**src/design/nibble_huffman_bit_packer_defines.svh**
```systemverilog
// assertion helpers for the nibble huffman bit packer
`ifndef NIBBLE_HUFFMAN_BIT_PACKER_DEFINES_SVH
`define NIBBLE_HUFFMAN_BIT_PACKER_DEFINES_SVH

// same-cycle implication, checked at every clock edge outside reset
`define NHBP_ASSERT_IMPL(lbl, ante, cons) \
    lbl: assert property (@(posedge i_clk) disable iff (!i_rst_n) (ante) |-> (cons)) \
        else $error("nhbp assertion failed");

// next-cycle implication
`define NHBP_ASSERT_NEXT(lbl, ante, cons) \
    lbl: assert property (@(posedge i_clk) disable iff (!i_rst_n) (ante) |=> (cons)) \
        else $error("nhbp assertion failed");

`endif

```
**src/design/nhbp_pkg.sv**
```systemverilog
package nhbp_pkg;

    localparam int BLOCK_BYTES_DEF = 64;

    localparam int BYTE_W  = 8;
    localparam int CODE_W  = 16;
    localparam int LEN_W   = 5;
    localparam int NBITS_W = 10;
    localparam int BCNT_W  = 7;
    localparam int ENTRY_W = CODE_W + LEN_W;

    localparam logic [1:0] OP_LOAD   = 2'd0;
    localparam logic [1:0] OP_ENCODE = 2'd1;
    localparam logic [1:0] OP_FINISH = 2'd2;

    localparam logic REG_EOF_CODE = 1'b0;
    localparam logic REG_EOF_LEN  = 1'b1;

    // control from the sequencer to the bit packer
    typedef struct packed {
        logic              load;
        logic [CODE_W-1:0] code;
        logic [LEN_W-1:0]  len;
        logic              clear;
        logic              rd;
        logic [BCNT_W-1:0] rd_idx;
    } t_pack_cmd;

    typedef struct packed {
        logic [NBITS_W-1:0] nbits;
        logic               busy;
        logic [BYTE_W-1:0]  acc;
        logic [BYTE_W-1:0]  rd_data;
    } t_pack_stat;

endpackage

```
**src/design/nhbp_packer.sv**
```systemverilog
module nhbp_packer #(
    parameter int BLOCK_BYTES = nhbp_pkg::BLOCK_BYTES_DEF
) (
    input  logic                   i_clk,
    input  logic                   i_rst_n,
    input  nhbp_pkg::t_pack_cmd    i_cmd,
    output nhbp_pkg::t_pack_stat   o_stat
);
    import nhbp_pkg::*;

    localparam int AW = $clog2(BLOCK_BYTES);

    logic [BYTE_W-1:0]  r_mem [BLOCK_BYTES];
    logic [BYTE_W-1:0]  r_rd_data;
    logic [CODE_W-1:0]  r_code;
    logic [LEN_W-1:0]   r_rem;
    logic [BYTE_W-1:0]  r_acc;
    logic [NBITS_W-1:0] r_nbits;

    logic [3:0]         k;
    logic [LEN_W-1:0]   shamt;
    logic [31:0]        wide;
    logic [BYTE_W-1:0]  mask;
    logic [BYTE_W-1:0]  chunk;
    logic [2:0]         fill;
    logic [4:0]         place;
    logic [15:0]        window;
    logic               full_byte;
    logic [BCNT_W-1:0]  byte_idx;
    logic               wr_en;

    // up to eight code bits per cycle, earliest bit first
    always_comb begin
        k         = (r_rem > LEN_W'(8)) ? 4'd8 : r_rem[3:0];
        shamt     = r_rem - {1'b0, k};
        wide      = {16'h0000, r_code} >> shamt;
        mask      = BYTE_W'((9'd1 << k) - 9'd1);
        chunk     = wide[7:0] & mask;
        fill      = r_nbits[2:0];
        place     = 5'(5'd16 - {2'b00, fill} - {1'b0, k});
        window    = {r_acc, 8'h00} | ({8'h00, chunk} << place);
        full_byte = ({1'b0, fill} + k) >= 4'd8;
        byte_idx  = r_nbits[NBITS_W-1:3];
        wr_en     = (r_rem != '0) && full_byte && (byte_idx < BCNT_W'(BLOCK_BYTES));
    end

    always_ff @(posedge i_clk) begin
        if (!i_rst_n) begin
            r_rem   <= '0;
            r_nbits <= '0;
            r_acc   <= '0;
        end else if (i_cmd.clear) begin
            r_rem   <= '0;
            r_nbits <= '0;
            r_acc   <= '0;
        end else if (i_cmd.load) begin
            r_code <= i_cmd.code;
            r_rem  <= i_cmd.len;
        end else if (r_rem != '0) begin
            r_rem   <= r_rem - {1'b0, k};
            r_nbits <= NBITS_W'(r_nbits + {6'b0, k});
            r_acc   <= full_byte ? window[7:0] : window[15:8];
        end
    end

    // completed bytes within the block go to the buffer, the partial byte stays in r_acc
    always_ff @(posedge i_clk) begin
        if (wr_en) begin
            r_mem[byte_idx[AW-1:0]] <= window[15:8];
        end
        if (i_cmd.rd) begin
            r_rd_data <= r_mem[i_cmd.rd_idx[AW-1:0]];
        end
    end

    assign o_stat.nbits   = r_nbits;
    assign o_stat.busy    = (r_rem != '0);
    assign o_stat.acc     = r_acc;
    assign o_stat.rd_data = r_rd_data;

endmodule

```
**src/design/nibble_huffman_bit_packer.sv**
```systemverilog
// Static Huffman encoder for a block of bytes coded as two 4-bit symbols each.
// A load item writes one codebook entry and does not raise busy. An encode item
// reads both codewords from the codebook memory one after the other, checks
// the block limit and then packs up to eight bits per cycle; when the limit
// check marks the block as overflowed, busy drops after the check and nothing
// is packed; an encode after overflow does not raise busy. A finish item packs
// the end-of-block code, then sends one packed byte per cycle from the byte
// buffer memory, a partial last byte from the accumulator, each result marked
// by o_valid for exactly one cycle. A finish after overflow does not raise busy
// and gives its single result in the cycle right after acceptance. A finish with
// nothing coded passes through the append and setup states and gives its single
// result in the cycle after setup.
// Results cannot be held off, so the receiver must take one every cycle.
`include "nibble_huffman_bit_packer_defines.svh"

module nibble_huffman_bit_packer #(
    parameter int BLOCK_BYTES = nhbp_pkg::BLOCK_BYTES_DEF
) (
    input  logic        i_clk,
    input  logic        i_rst_n,
    input  logic        start,
    output logic        busy,
    input  logic [1:0]  i_opcode,
    input  logic [3:0]  i_entry_index,
    input  logic [15:0] i_code_bits,
    input  logic [4:0]  i_code_length,
    input  logic [7:0]  i_data_byte,
    output logic        o_valid,
    output logic [7:0]  o_out_byte,
    output logic        o_status,
    output logic [6:0]  o_byte_count,
    output logic [9:0]  o_bit_count,
    output logic        o_last,
    input  logic        psel,
    input  logic        penable,
    input  logic        pwrite,
    input  logic [2:0]  paddr,
    input  logic [31:0] pwdata,
    output logic [31:0] prdata,
    output logic        pready
);
    import nhbp_pkg::*;

    localparam logic [2:0] ST_IDLE   = 3'd0;
    localparam logic [2:0] ST_RD_LO  = 3'd1;
    localparam logic [2:0] ST_CHECK  = 3'd2;
    localparam logic [2:0] ST_APPEND = 3'd3;
    localparam logic [2:0] ST_SETUP  = 3'd4;
    localparam logic [2:0] ST_EMIT   = 3'd5;
    localparam logic [2:0] ST_TAIL   = 3'd6;

    localparam logic [1:0] SRC_MEM  = 2'd0;
    localparam logic [1:0] SRC_ACC  = 2'd1;
    localparam logic [1:0] SRC_ZERO = 2'd2;

    logic [2:0]         r_state;
    logic [CODE_W-1:0]  r_eof_code;
    logic [LEN_W-1:0]   r_eof_len;
    logic               r_ovf;
    logic               r_second;
    logic               r_fin;
    logic [3:0]         r_lo_nib;
    logic [ENTRY_W-1:0] r_hi;
    logic [ENTRY_W-1:0] r_lo;
    logic [BCNT_W-1:0]  r_nbytes;
    logic [BCNT_W-1:0]  r_full;
    logic [BCNT_W-1:0]  r_k;

    logic               r_o_valid;
    logic               r_o_status;
    logic [BCNT_W-1:0]  r_o_count;
    logic [NBITS_W-1:0] r_o_bits;
    logic               r_o_last;
    logic [1:0]         r_o_src;

    logic [ENTRY_W-1:0] r_tab [16];
    logic [ENTRY_W-1:0] r_tab_q;

    t_pack_cmd          pk_cmd;
    t_pack_stat         pk_stat;

    logic               accept;
    logic               cfg_wr;
    logic               tab_we;
    logic [3:0]         tab_raddr;
    logic [8:0]         chk_sum;
    logic               too_big;
    logic [BCNT_W-1:0]  full_now;
    logic [BCNT_W-1:0]  nb_raw;
    logic [BCNT_W-1:0]  nb_now;
    logic               emit_last;

    assign busy   = (r_state != ST_IDLE);
    assign accept = start && !busy;
    assign cfg_wr = psel && penable && pwrite && pready;
    assign pready = 1'b1;
    assign prdata = (paddr[2] == REG_EOF_LEN) ? {27'b0, r_eof_len} : {16'b0, r_eof_code};

    // codebook: at most one write and one read per cycle
    assign tab_we    = accept && (i_opcode == OP_LOAD);
    assign tab_raddr = (r_state == ST_IDLE) ? i_data_byte[7:4] : r_lo_nib;

    always_ff @(posedge i_clk) begin
        if (tab_we) begin
            r_tab[i_entry_index] <= {i_code_length, i_code_bits};
        end
        r_tab_q <= r_tab[tab_raddr];
    end

    // byte limit: full bytes so far plus both code lengths and the eof length in bits
    assign chk_sum = 9'({2'b00, pk_stat.nbits[NBITS_W-1:3]}) + 9'(r_hi[ENTRY_W-1:CODE_W])
                   + 9'(r_tab_q[ENTRY_W-1:CODE_W]) + 9'(r_eof_len);
    assign too_big = chk_sum > 9'(BLOCK_BYTES - 1);

    assign full_now  = pk_stat.nbits[NBITS_W-1:3];
    assign nb_raw    = full_now + BCNT_W'(pk_stat.nbits[2:0] != 3'd0);
    assign nb_now    = (nb_raw > BCNT_W'(BLOCK_BYTES)) ? BCNT_W'(BLOCK_BYTES) : nb_raw;
    assign emit_last = (BCNT_W'(r_k + 1'b1) == r_nbytes);

    always_comb begin
        pk_cmd = '0;
        unique case (r_state)
            ST_IDLE: begin
                if (accept && (i_opcode == OP_FINISH)) begin
                    if (r_ovf) begin
                        pk_cmd.clear = 1'b1;
                    end else begin
                        pk_cmd.load = 1'b1;
                        pk_cmd.code = r_eof_code;
                        pk_cmd.len  = r_eof_len;
                    end
                end
            end
            ST_CHECK: begin
                if (!too_big) begin
                    pk_cmd.load = 1'b1;
                    pk_cmd.code = r_hi[CODE_W-1:0];
                    pk_cmd.len  = r_hi[ENTRY_W-1:CODE_W];
                end
            end
            ST_APPEND: begin
                if (!pk_stat.busy && r_second) begin
                    pk_cmd.load = 1'b1;
                    pk_cmd.code = r_lo[CODE_W-1:0];
                    pk_cmd.len  = r_lo[ENTRY_W-1:CODE_W];
                end
            end
            ST_SETUP: begin
                pk_cmd.clear = (pk_stat.nbits == '0);
            end
            ST_EMIT: begin
                pk_cmd.rd     = 1'b1;
                pk_cmd.rd_idx = r_k;
            end
            ST_TAIL: begin
                pk_cmd.clear = 1'b1;
            end
            default: begin
            end
        endcase
    end

    nhbp_packer #(
        .BLOCK_BYTES(BLOCK_BYTES)
    ) u_packer (
        .i_clk  (i_clk),
        .i_rst_n(i_rst_n),
        .i_cmd  (pk_cmd),
        .o_stat (pk_stat)
    );

    always_ff @(posedge i_clk) begin
        if (!i_rst_n) begin
            r_state    <= ST_IDLE;
            r_eof_code <= '0;
            r_eof_len  <= '0;
            r_ovf      <= 1'b0;
            r_second   <= 1'b0;
            r_fin      <= 1'b0;
            r_o_valid  <= 1'b0;
        end else begin
            r_o_valid <= 1'b0;
            if (cfg_wr) begin
                unique case (paddr[2])
                    REG_EOF_CODE: r_eof_code <= pwdata[CODE_W-1:0];
                    REG_EOF_LEN:  r_eof_len  <= pwdata[LEN_W-1:0];
                    default: begin
                    end
                endcase
            end
            unique case (r_state)
                ST_IDLE: begin
                    if (accept) begin
                        case (i_opcode)
                            OP_ENCODE: begin
                                if (!r_ovf) begin
                                    r_lo_nib <= i_data_byte[3:0];
                                    r_state  <= ST_RD_LO;
                                end
                            end
                            OP_FINISH: begin
                                if (r_ovf) begin
                                    // block stays raw
                                    r_ovf      <= 1'b0;
                                    r_o_valid  <= 1'b1;
                                    r_o_status <= 1'b1;
                                    r_o_count  <= BCNT_W'(BLOCK_BYTES);
                                    r_o_bits   <= '0;
                                    r_o_last   <= 1'b1;
                                    r_o_src    <= SRC_ZERO;
                                end else begin
                                    r_fin    <= 1'b1;
                                    r_second <= 1'b0;
                                    r_state  <= ST_APPEND;
                                end
                            end
                            default: begin
                            end
                        endcase
                    end
                end
                ST_RD_LO: begin
                    r_hi    <= r_tab_q;
                    r_state <= ST_CHECK;
                end
                ST_CHECK: begin
                    if (too_big) begin
                        r_ovf   <= 1'b1;
                        r_state <= ST_IDLE;
                    end else begin
                        r_lo     <= r_tab_q;
                        r_second <= 1'b1;
                        r_fin    <= 1'b0;
                        r_state  <= ST_APPEND;
                    end
                end
                ST_APPEND: begin
                    if (!pk_stat.busy) begin
                        if (r_second) begin
                            r_second <= 1'b0;
                        end else if (r_fin) begin
                            r_state <= ST_SETUP;
                        end else begin
                            r_state <= ST_IDLE;
                        end
                    end
                end
                ST_SETUP: begin
                    if (pk_stat.nbits == '0) begin
                        r_o_valid  <= 1'b1;
                        r_o_status <= 1'b0;
                        r_o_count  <= '0;
                        r_o_bits   <= '0;
                        r_o_last   <= 1'b1;
                        r_o_src    <= SRC_ZERO;
                        r_state    <= ST_IDLE;
                    end else begin
                        r_nbytes <= nb_now;
                        r_full   <= full_now;
                        r_k      <= '0;
                        r_state  <= ST_EMIT;
                    end
                end
                ST_EMIT: begin
                    // buffer read lands with the strobe in the next cycle
                    r_o_valid  <= 1'b1;
                    r_o_status <= 1'b0;
                    r_o_count  <= r_nbytes;
                    r_o_bits   <= pk_stat.nbits;
                    r_o_last   <= emit_last;
                    r_o_src    <= (r_k < r_full) ? SRC_MEM : SRC_ACC;
                    r_k        <= BCNT_W'(r_k + 1'b1);
                    if (emit_last) begin
                        r_state <= ST_TAIL;
                    end
                end
                ST_TAIL: begin
                    r_state <= ST_IDLE;
                end
                default: begin
                    r_state <= ST_IDLE;
                end
            endcase
        end
    end

    always_comb begin
        case (r_o_src)
            SRC_MEM: o_out_byte = pk_stat.rd_data;
            SRC_ACC: o_out_byte = pk_stat.acc;
            default: o_out_byte = '0;
        endcase
    end

    assign o_valid      = r_o_valid;
    assign o_status     = r_o_status;
    assign o_byte_count = r_o_count;
    assign o_bit_count  = r_o_bits;
    assign o_last       = r_o_last;

    `NHBP_ASSERT_NEXT(a_run_contiguous, o_valid && !o_last, o_valid)
    `NHBP_ASSERT_NEXT(a_gap_after_last, o_valid && o_last, !o_valid)
    `NHBP_ASSERT_IMPL(a_no_reload, pk_cmd.load, !pk_stat.busy)
    `NHBP_ASSERT_IMPL(a_count_cap, o_valid, o_byte_count <= BCNT_W'(BLOCK_BYTES))

endmodule
```
**config.mk**
```make
export PLATFORM = sky130hd
export DESIGN_NAME = nibble_huffman_bit_packer
export DESIGN_NICKNAME = d
export VERILOG_FILES = /design/src/design/nhbp_pkg.sv /design/src/design/nhbp_packer.sv /design/src/design/nibble_huffman_bit_packer.sv
export VERILOG_INCLUDE_DIRS = /design/src /design/src/design
export SDC_FILE = /design/constraint.sdc
export NUM_CORES = 1
export LEC_CHECK = 0
export ABC_AREA = 1
export BUFFER_PORTS_ARGS = -buffer_cell sky130_fd_sc_hd__buf_2
export CELL_PAD_IN_SITES_DETAIL_PLACEMENT = 0
export CELL_PAD_IN_SITES_GLOBAL_PLACEMENT = 1
export CORE_ASPECT_RATIO = 0.8
export CORE_UTILIZATION = 40
export CTS_BUF_LIST = sky130_fd_sc_hd__clkbuf_4 sky130_fd_sc_hd__clkbuf_8 sky130_fd_sc_hd__clkbuf_16
export DETAILED_ROUTE_END_ITERATION = 10
export PLACE_DENSITY = 0.72
export SLEW_MARGIN = 20
export SYNTH_ARGS = -nofsm -noshare
export SYNTH_HDL_FRONTEND = slang
export SYNTH_SLANG_ARGS = --single-unit
export TNS_END_PERCENT = 1
```
**constraint.sdc**
```tcl
create_clock -name i_clk -period 4.45 [get_ports i_clk]
set_clock_uncertainty 0.1 [all_clocks]
set_input_delay 0.2225 -clock i_clk [delete_from_list [all_inputs] [get_ports i_clk]]
set_output_delay 0.2225 -clock i_clk [all_outputs]
set_load 0.02 [all_outputs]
```
==> results of run 1 <==
## sequential cells by signal, summed over array words and instances (netlist names), 8 cells and up
| register | count |
|---|---|
| r_tab | 336 |
| u_packer.r_acc | 8 |
| r_tab_q | 21 |
| u_packer.r_code | 16 |
| r_eof_code | 16 |
| u_packer.r_nbits | 10 |
| r_lo | 21 |
| u_packer.r_mem | 512 |
| r_hi | 21 |
| o_bit_count | 10 |
| u_packer.r_rd_data | 8 |
## worst max-delay path: stages, from the launching register on
cell	delay, ns
dfxtp_1	0.34
inv_1	0.09
fa_1	0.49
fa_1	0.49
inv_1	0.04
ha_1	0.21
fa_1	0.41
nor2_1	0.12
a21boi_0	0.09
a2111oi_0	0.46
nand3_1	0.22
buf_4	0.22
nor2_2	0.08
buf_4	0.31
## per-layer routing
layer | vias to the layer above | share of wire [%] | routed length, um
met5 | - | 0.095 | 110
met4 | 12 | 2.6 | 2985
met3 | 200 | 7.4 | 8503
met2 | 1064 | 43 | 50050
met1 | 14290 | 47 | 53970
li1 | 13730 | - | -
## final cells by class
class,count,area [um^2]
fill,9483,56670
sequential,1032,30270
multi-input combinational,2257,11300
clock buffer,125,2774
timing repair buffer,320,2555
tap,1417,1773
inverter,192,732.0
clock inverter,59,625.6
antenna,2,5.005
## worst max-delay path by stage
stage / start / to / slack [ns] / cells after the start
finish: r_eof_len[1] / r_lo[18] / 0.42 / 13
global route: r_eof_len[1] / u_packer.r_rem[2] / 0.18 / 15
CTS: r_eof_len[3] / u_packer.r_nbits[9] / 0.37 / 16
detailed placement: r_eof_len[3] / u_packer.r_nbits[9] / 0.42 / 16
global placement: r_hi[18] / u_packer.r_nbits[9] / 0.38 / 17
floorplan: r_eof_len[1] / r_lo[0] / 0.19 / 11
## where the power goes
| group | leakage, nW | switching (mW) | internal (mW) |
|---|---|---|---|
| combinational | 6.94 | 7.51 | 2.66 |
| sequential | 9.33 | 0.218 | 13.1 |
| clock | 1.66 | 3.70 | 4.97 |
| total | 17.9 | 11.4 | 20.8 |
## through the flow
step,setup slack (ns),cells,hold WS [ns]
3_5_place_dp,0.4221,5160,0.3012
4_1_cts,0.3736,5402,0.005534
3_3_place_gp,0.3838,5160,0.3014
6_report,0.4187,5404,0.04665
5_1_grt,0.1785,5402,0.04945
2_1_floorplan,0.1905,3718,0.2214
## cell families after synthesis
family	count (synthesis)	synth area share, %
DFF	1032	70.21
and+or+nand+nor	1293	12.44
buffers and inverters	429	4.046
other	2	0.01742
xor gates and xnor gates	21	0.4266
adders and majority gates	41	1.399
AOI/OAI and AO/OA	884	11.46
## placed cells by master, fill, tap and decap left out, drive strengths merged, types with 2 or more instances in the layout
| cell | n |
|---|---|
| o22ai | 96 |
| inv | 190 |
| a211oi | 2 |
| clkbuf | 125 |
| o31ai | 3 |
| edfxtp | 960 |
| conb | 18 |
| bufinv | 9 |
| nand3 | 262 |
| xor2 | 15 |
| nand2 | 491 |
| a31oi | 3 |
| diode | 2 |
| nand4 | 33 |
| xnor2 | 6 |
| clkinvlp | 8 |
| nor2 | 486 |
| dlygate4sd3 | 58 |
| o221ai | 62 |
| ha | 29 |
| dfxtp | 72 |
| nor3 | 18 |
| buf | 262 |
| o21ai | 356 |
| fa | 12 |
| o211ai | 38 |
| clkinv | 44 |
| a41oi | 3 |
| a21boi | 2 |
| nor4 | 2 |
| o21a | 2 |
| a21oi | 311 |
## timing repair
action / CTS / global route
hold endpoints to repair: 368 / 0
endpoints found under the setup margin: 0 / 2
buffers inserted: 0 / 0
hold buffers: 58 / 0
gates resized for setup: 0 / 1
==> key figures, run 1 <==
Global routing
  – GRT Total Usage: 21.09%
  – Met1 usage: 31.93%
  – Busiest grt layer: met1
  – Pin count of the biggest net entering global routing: 133
  – Grt met2 use: 30.77%
  – Congestion Overflow GR: 0
  – First-pass GRT wire length: 174.0 mm
  – Vias in the first global route: 27720
  – GRT met3 Usage: 3.817%
  – Initial antenna violation count: 7

Synthesis
  – Post-synth ARST share: 0%
  – Synth Register Bits: 1032
  – Area leader, netlist: edfxtp_1
  – Sequential share of the synthesized area: 70.21%
  – Synth Flop Type: edfxtp_1
  – Synth area leaders: edfxtp_1 67%, nand2_1 4.2%, nor2_1 4.2%, o21ai_0 3.7%, a21oi_1 3.6%
  – Avg Cell Area, Syn: 11.65 um^2
  – EDFF count, synth: 960
  – Most common cell in the netlist: edfxtp_1
  – Synth unique cells: 48
  – Cells after Synth: 3702
  – Top cell type's share of synthesized area: 66.87%
  – Post-Syn Area: 0.04311 mm^2
  – List of most frequent post-synthesis cells: 960 x edfxtp_1, 487 x nand2_1, 479 x nor2_1, 319 x o21ai_0, 310 x a21oi_1
  – Synthesis Warnings: 0

Layout
  – Share of post-route cells with drive strength above 1: 12.37%
  – Fin util: 46.89%
  – Nets@finish: 4020
  – Design area: 0.05003 mm^2
  – P&R area growth vs syn: 16.05%

Power
  – Leak pwr: 17.93 nW
  – VDD IR max: 0.9027 mV
  – Total power: 32.20 mW
  – PD cells: 643.5 mW/mm^2

Route
  – DRT Wirelength: 115.6 mm
  – Final ANT Viol Nets: 0
  – First-iteration detailed-routing DRC count: 3210
  – Vias per cell: 5.422
  – Drt drc: 26
  – Vias: 29300
  – TritonRoute pass-1 iters: 8
  – Routed len/inst: 21.39 um

STA
  – Slew headroom: 27.84%
  – Count of final setup violators: 0
  – Highest clock rate: 0.2481 GHz
  – RSZ-0062 raised after global routing: false
  – Crit share post-route: 90.59%
  – Worst-Margin Slew: 1.082 ns
  – Final Max Tran Viols: 0
  – Fin crit period: 4.031 ns
  – Setup tns final: 0 ns
  – Endpoints failing hold: 0

Status
  – Failing checks: DRC
  – Status: finished with violations

Clock tree
  – Clock slew at reported path FFs: 0.06 ns
  – Clock sink total: 1032
  – TritonCTS clock tree: yes
  – CTS Buf Count: 100
  – Clk Latency, worst-skew pair: 0.70 ns
  – Clock Tree Root: clkbuf_16
  – CTS Buffer Depth: 3
  – H-tree depth: 3

Critical path
  – R2r endpoint: r_lo[18]
  – Worst Path Required: 4.71 ns
  – CP Class: flip-flop to flip-flop
  – CP max FO: 21
  – Critical path startpoint category: flip-flop
  – R2R depth: 13
  – Worst r2r src: r_eof_len[1]
  – R2R Setup Slk: 0.42 ns
  – Worst path arrival time: 4.29 ns
  – CP Capture Type: flip-flop

Floorplanning
  – Core footprint: 0.1067 mm^2
  – Die span in y: 295.6 um
  – I/O pins: 138
  – Die area: 0.1091 mm^2
  – Initial Utilization: 40.40%
  – # rows: 107
  – Die W: 369.0 um

Hold path
  – Hold path depth: 4
  – Worst hold endpoint: r_tab[2][5]
  – Hold_sp: i_entry_index[2]
  – Type of the most critical hold path: primary input to flip-flop

Place
  – Port Buffers: 102
  – Post-DP Area: 0.04604 mm^2
  – GPL Wtd Cong: 0.8374
  – HPWL after DPL: 68.09 mm

Job
  – Max cap viols: 0
No activity file was read; power rests on OpenSTA's default activity.
==> run 2, diff against run 1 <==
CELL_PAD_IN_SITES_DETAIL_PLACEMENT = default   (was 0)
CELL_PAD_IN_SITES_GLOBAL_PLACEMENT = default   (was 1)
PLACE_DENSITY = 0.61   (was 0.72)
==> run 2 against run 1 <==
- the flow still finishes with violations (DRC)
- largest cell class unchanged
- setup slack got worse by 0.066 ns
- via count rose by 0.30%
- combinational power barely moved
- first-iteration DRC count rose by 2.5%
- die area did not move
==> key figures, run 2 (synthesized netlist as in run 1, its figures left out) <==
Clock tree
  – CTS Buf Count: 99
  – Clock sink total: 1032
  – CTS Buffer Depth: 3
  – Clock Tree Root: clkbuf_16
  – TritonCTS clock tree: yes
  – Clock slew at reported path FFs: 0.07 ns
  – Clk Latency, worst-skew pair: 0.71 ns
  – Setup Fix Bufs, Post-CTS: 0
  – H-tree depth: 3

Critical path
  – CP Capture Type: flip-flop
  – Levels on crit path: 16
  – Worst path arrival time: 4.36 ns
  – CP Class: flip-flop to flip-flop
  – Crit path cell chain: nor2_1 -> nand2_2 -> nand2_1 -> inv_1 -> nor2_1 -> ha_1 -> inv_1 -> ha_1 -> fa_1 -> inv_1 -> nor2_1 -> nand3_1 -> nand3_1 -> nand2_1 -> nand2_2 -> buf_4
  – Critical path startpoint category: flip-flop
  – CP max FO: 62
  – CP peak stage delay: 0.71 ns
  – Largest delay share family, worst path: simple AND/OR/NAND/NOR gates
  – Worst Path Required: 4.71 ns
  – CP Buf/Inv Count: 4
  – R2R depth: 16
  – Slowest CP cell: fa_1

Route
  – Vias per cell: 5.490
  – First-iteration detailed-routing DRC count: 3291
  – Vias: 29390
  – Final ANT Viol Nets: 0
  – DRT Wirelength: 114.2 mm
  – TritonRoute pass-1 iters: 11
  – Routed len/inst: 21.33 um
  – Drt drc: 10

Global routing
  – GRT Total Usage: 20.76%
  – Pin count of the biggest net entering global routing: 169
  – Vias in the first global route: 27540
  – Congestion Overflow GR: 0
  – First-pass GRT wire length: 171.7 mm
  – Initial antenna violation count: 7

Power
  – Sequential share of power: 42.2%
  – VDD IR max: 1.571 mV
  – Power Internal: 20.30 mW
  – Logic pwr share: 31.1%
  – Sw Pwr: 11.37 mW
  – Total power: 31.68 mW
  – Leak pwr: 17.62 nW
  – PD cells: 638.9 mW/mm^2
  – Switch share: 35.90%
  – Clk pwr share: 26.6%

Place
  – HPWL after DPL: 66.99 mm
  – Port Buffers: 102
  – GPL Wtd Cong: 0.8532
  – Post-DP Area: 0.04567 mm^2

Floorplanning
  – I/O pins: 138
  – Die area: 0.1091 mm^2
  – # rows: 107
  – Die span in y: 295.6 um
  – Initial Utilization: 40.40%
  – Die W: 369.0 um
  – Core footprint: 0.1067 mm^2

Status
  – Status: finished with violations
  – Failing checks: DRC

Hold path
  – Type of the most critical hold path: primary input to flip-flop
  – Hold path depth: 5

Job
  – Max cap viols: 0

STA
  – Highest clock rate: 0.2441 GHz
  – Slew headroom: 27.00%
  – Endpoints failing hold: 0
  – Count of final setup violators: 0
  – Final Max Tran Viols: 0
  – Fin crit period: 4.097 ns
  – Worst-Margin Slew: 1.094 ns
  – RSZ-0062 raised after global routing: true
  – Crit share post-route: 92.07%

Layout
  – P&R area growth vs syn: 15.02%
  – Max FFs per register: 512
  – Most frequent cells in the layout: 960 x edfxtp_1, 478 x nand2_1, 447 x nor2_1, 317 x o21ai_0, 310 x a21oi_1
  – Design area: 0.04959 mm^2
  – Commonest non-fill, non-tap cell in the layout: edfxtp_1
  – Nets@finish: 3972
  – Share of post-route cells with drive strength above 1: 11.49%
run 2: cell types whose count changed in the layout (fill, tap and decap cells not counted), sizes merged, moves of 3 or more:
cell,before,now
clkinv,44,37
bufinv,9,6
buf,262,211
clkinvlp,8,5
clkbuf,125,134
dlygate4sd3,58,62
run 2: path summary, 6_finish.rpt:
check	start	end	slack [ns]
worst max register to register	u_packer.r_rem[4]	u_packer.r_mem[22][2]	0.35
worst max-delay path	u_packer.r_rem[4]	u_packer.r_mem[22][2]	0.35
worst min-delay path	i_opcode[1]	r_lo_nib[1]	0.05
worst min register to register	r_tab_q[10]	r_hi[10]	0.34
run 2: worst reg2reg max path: stages, from the launching register on:
cell and delay [ns]:
dfxtp_1 0.34, nor2_1 0.22, nand2_2 0.08, nand2_1 0.06, inv_1 0.07, nor2_1 0.22, ha_1 0.18, inv_1 0.04
ha_1 0.21, fa_1 0.71, inv_1 0.26, nor2_1 0.29, nand3_1 0.11, nand3_1 0.07, nand2_1 0.06, nand2_2 0.10
buf_4 0.59
run 2: final cells by class:
class	count	area [um^2]
antenna	1	2.502
clock inverter	47	470.5
multi-input combinational	2257	11330
sequential	1032	30270
inverter	192	730.7
tap	1417	1773
clock buffer	134	2783
fill	9513	57120
timing repair buffer	273	2225
run 2: through the flow:
stage	hold WS, ns	utilization [%]	TNS [ns]	cells	setup WS, ns
6_report	0.05294	46.47	0	5353	0.3529
5_1_grt	0.06202	46.47	-0.05454	5353	-0.01384
4_1_cts	0.01469	46.43	0	5352	0.2616
3_5_place_dp	0.3010	42.80	0	5109	0.3121
3_3_place_gp	0.3014	42.80	0	5109	0.3443
2_1_floorplan	0.2214	-	0	3718	0.1905
run 2: timing repair:
action | 4_1_cts | 5_1_grt
endpoints found under the setup margin | 0 | 75
gates resized for setup | 0 | 13
hold buffers | 62 | 0
hold endpoints to repair | 364 | 0
run 2: routing by layer:
layer  track usage, %  wire (um)  share of wire [%]
met5                0         23              0.020
met4            5.293       2272                2.0
met3            3.680       8578                7.5
met2            30.55      49760                 44
met1            31.60      53550                 47
run 2: power groups by stage:
stage / Combinational (mW) / Sequential (mW) / Clock [mW]
floorplan: 5.55 / 13.6 / 0
global placement: 9.67 / 13.6 / 0
detailed placement: 9.76 / 13.6 / 0
CTS: 9.83 / 13.4 / 8.56
global route: 10.8 / 13.4 / 8.94
finish: 9.86 / 13.4 / 8.44
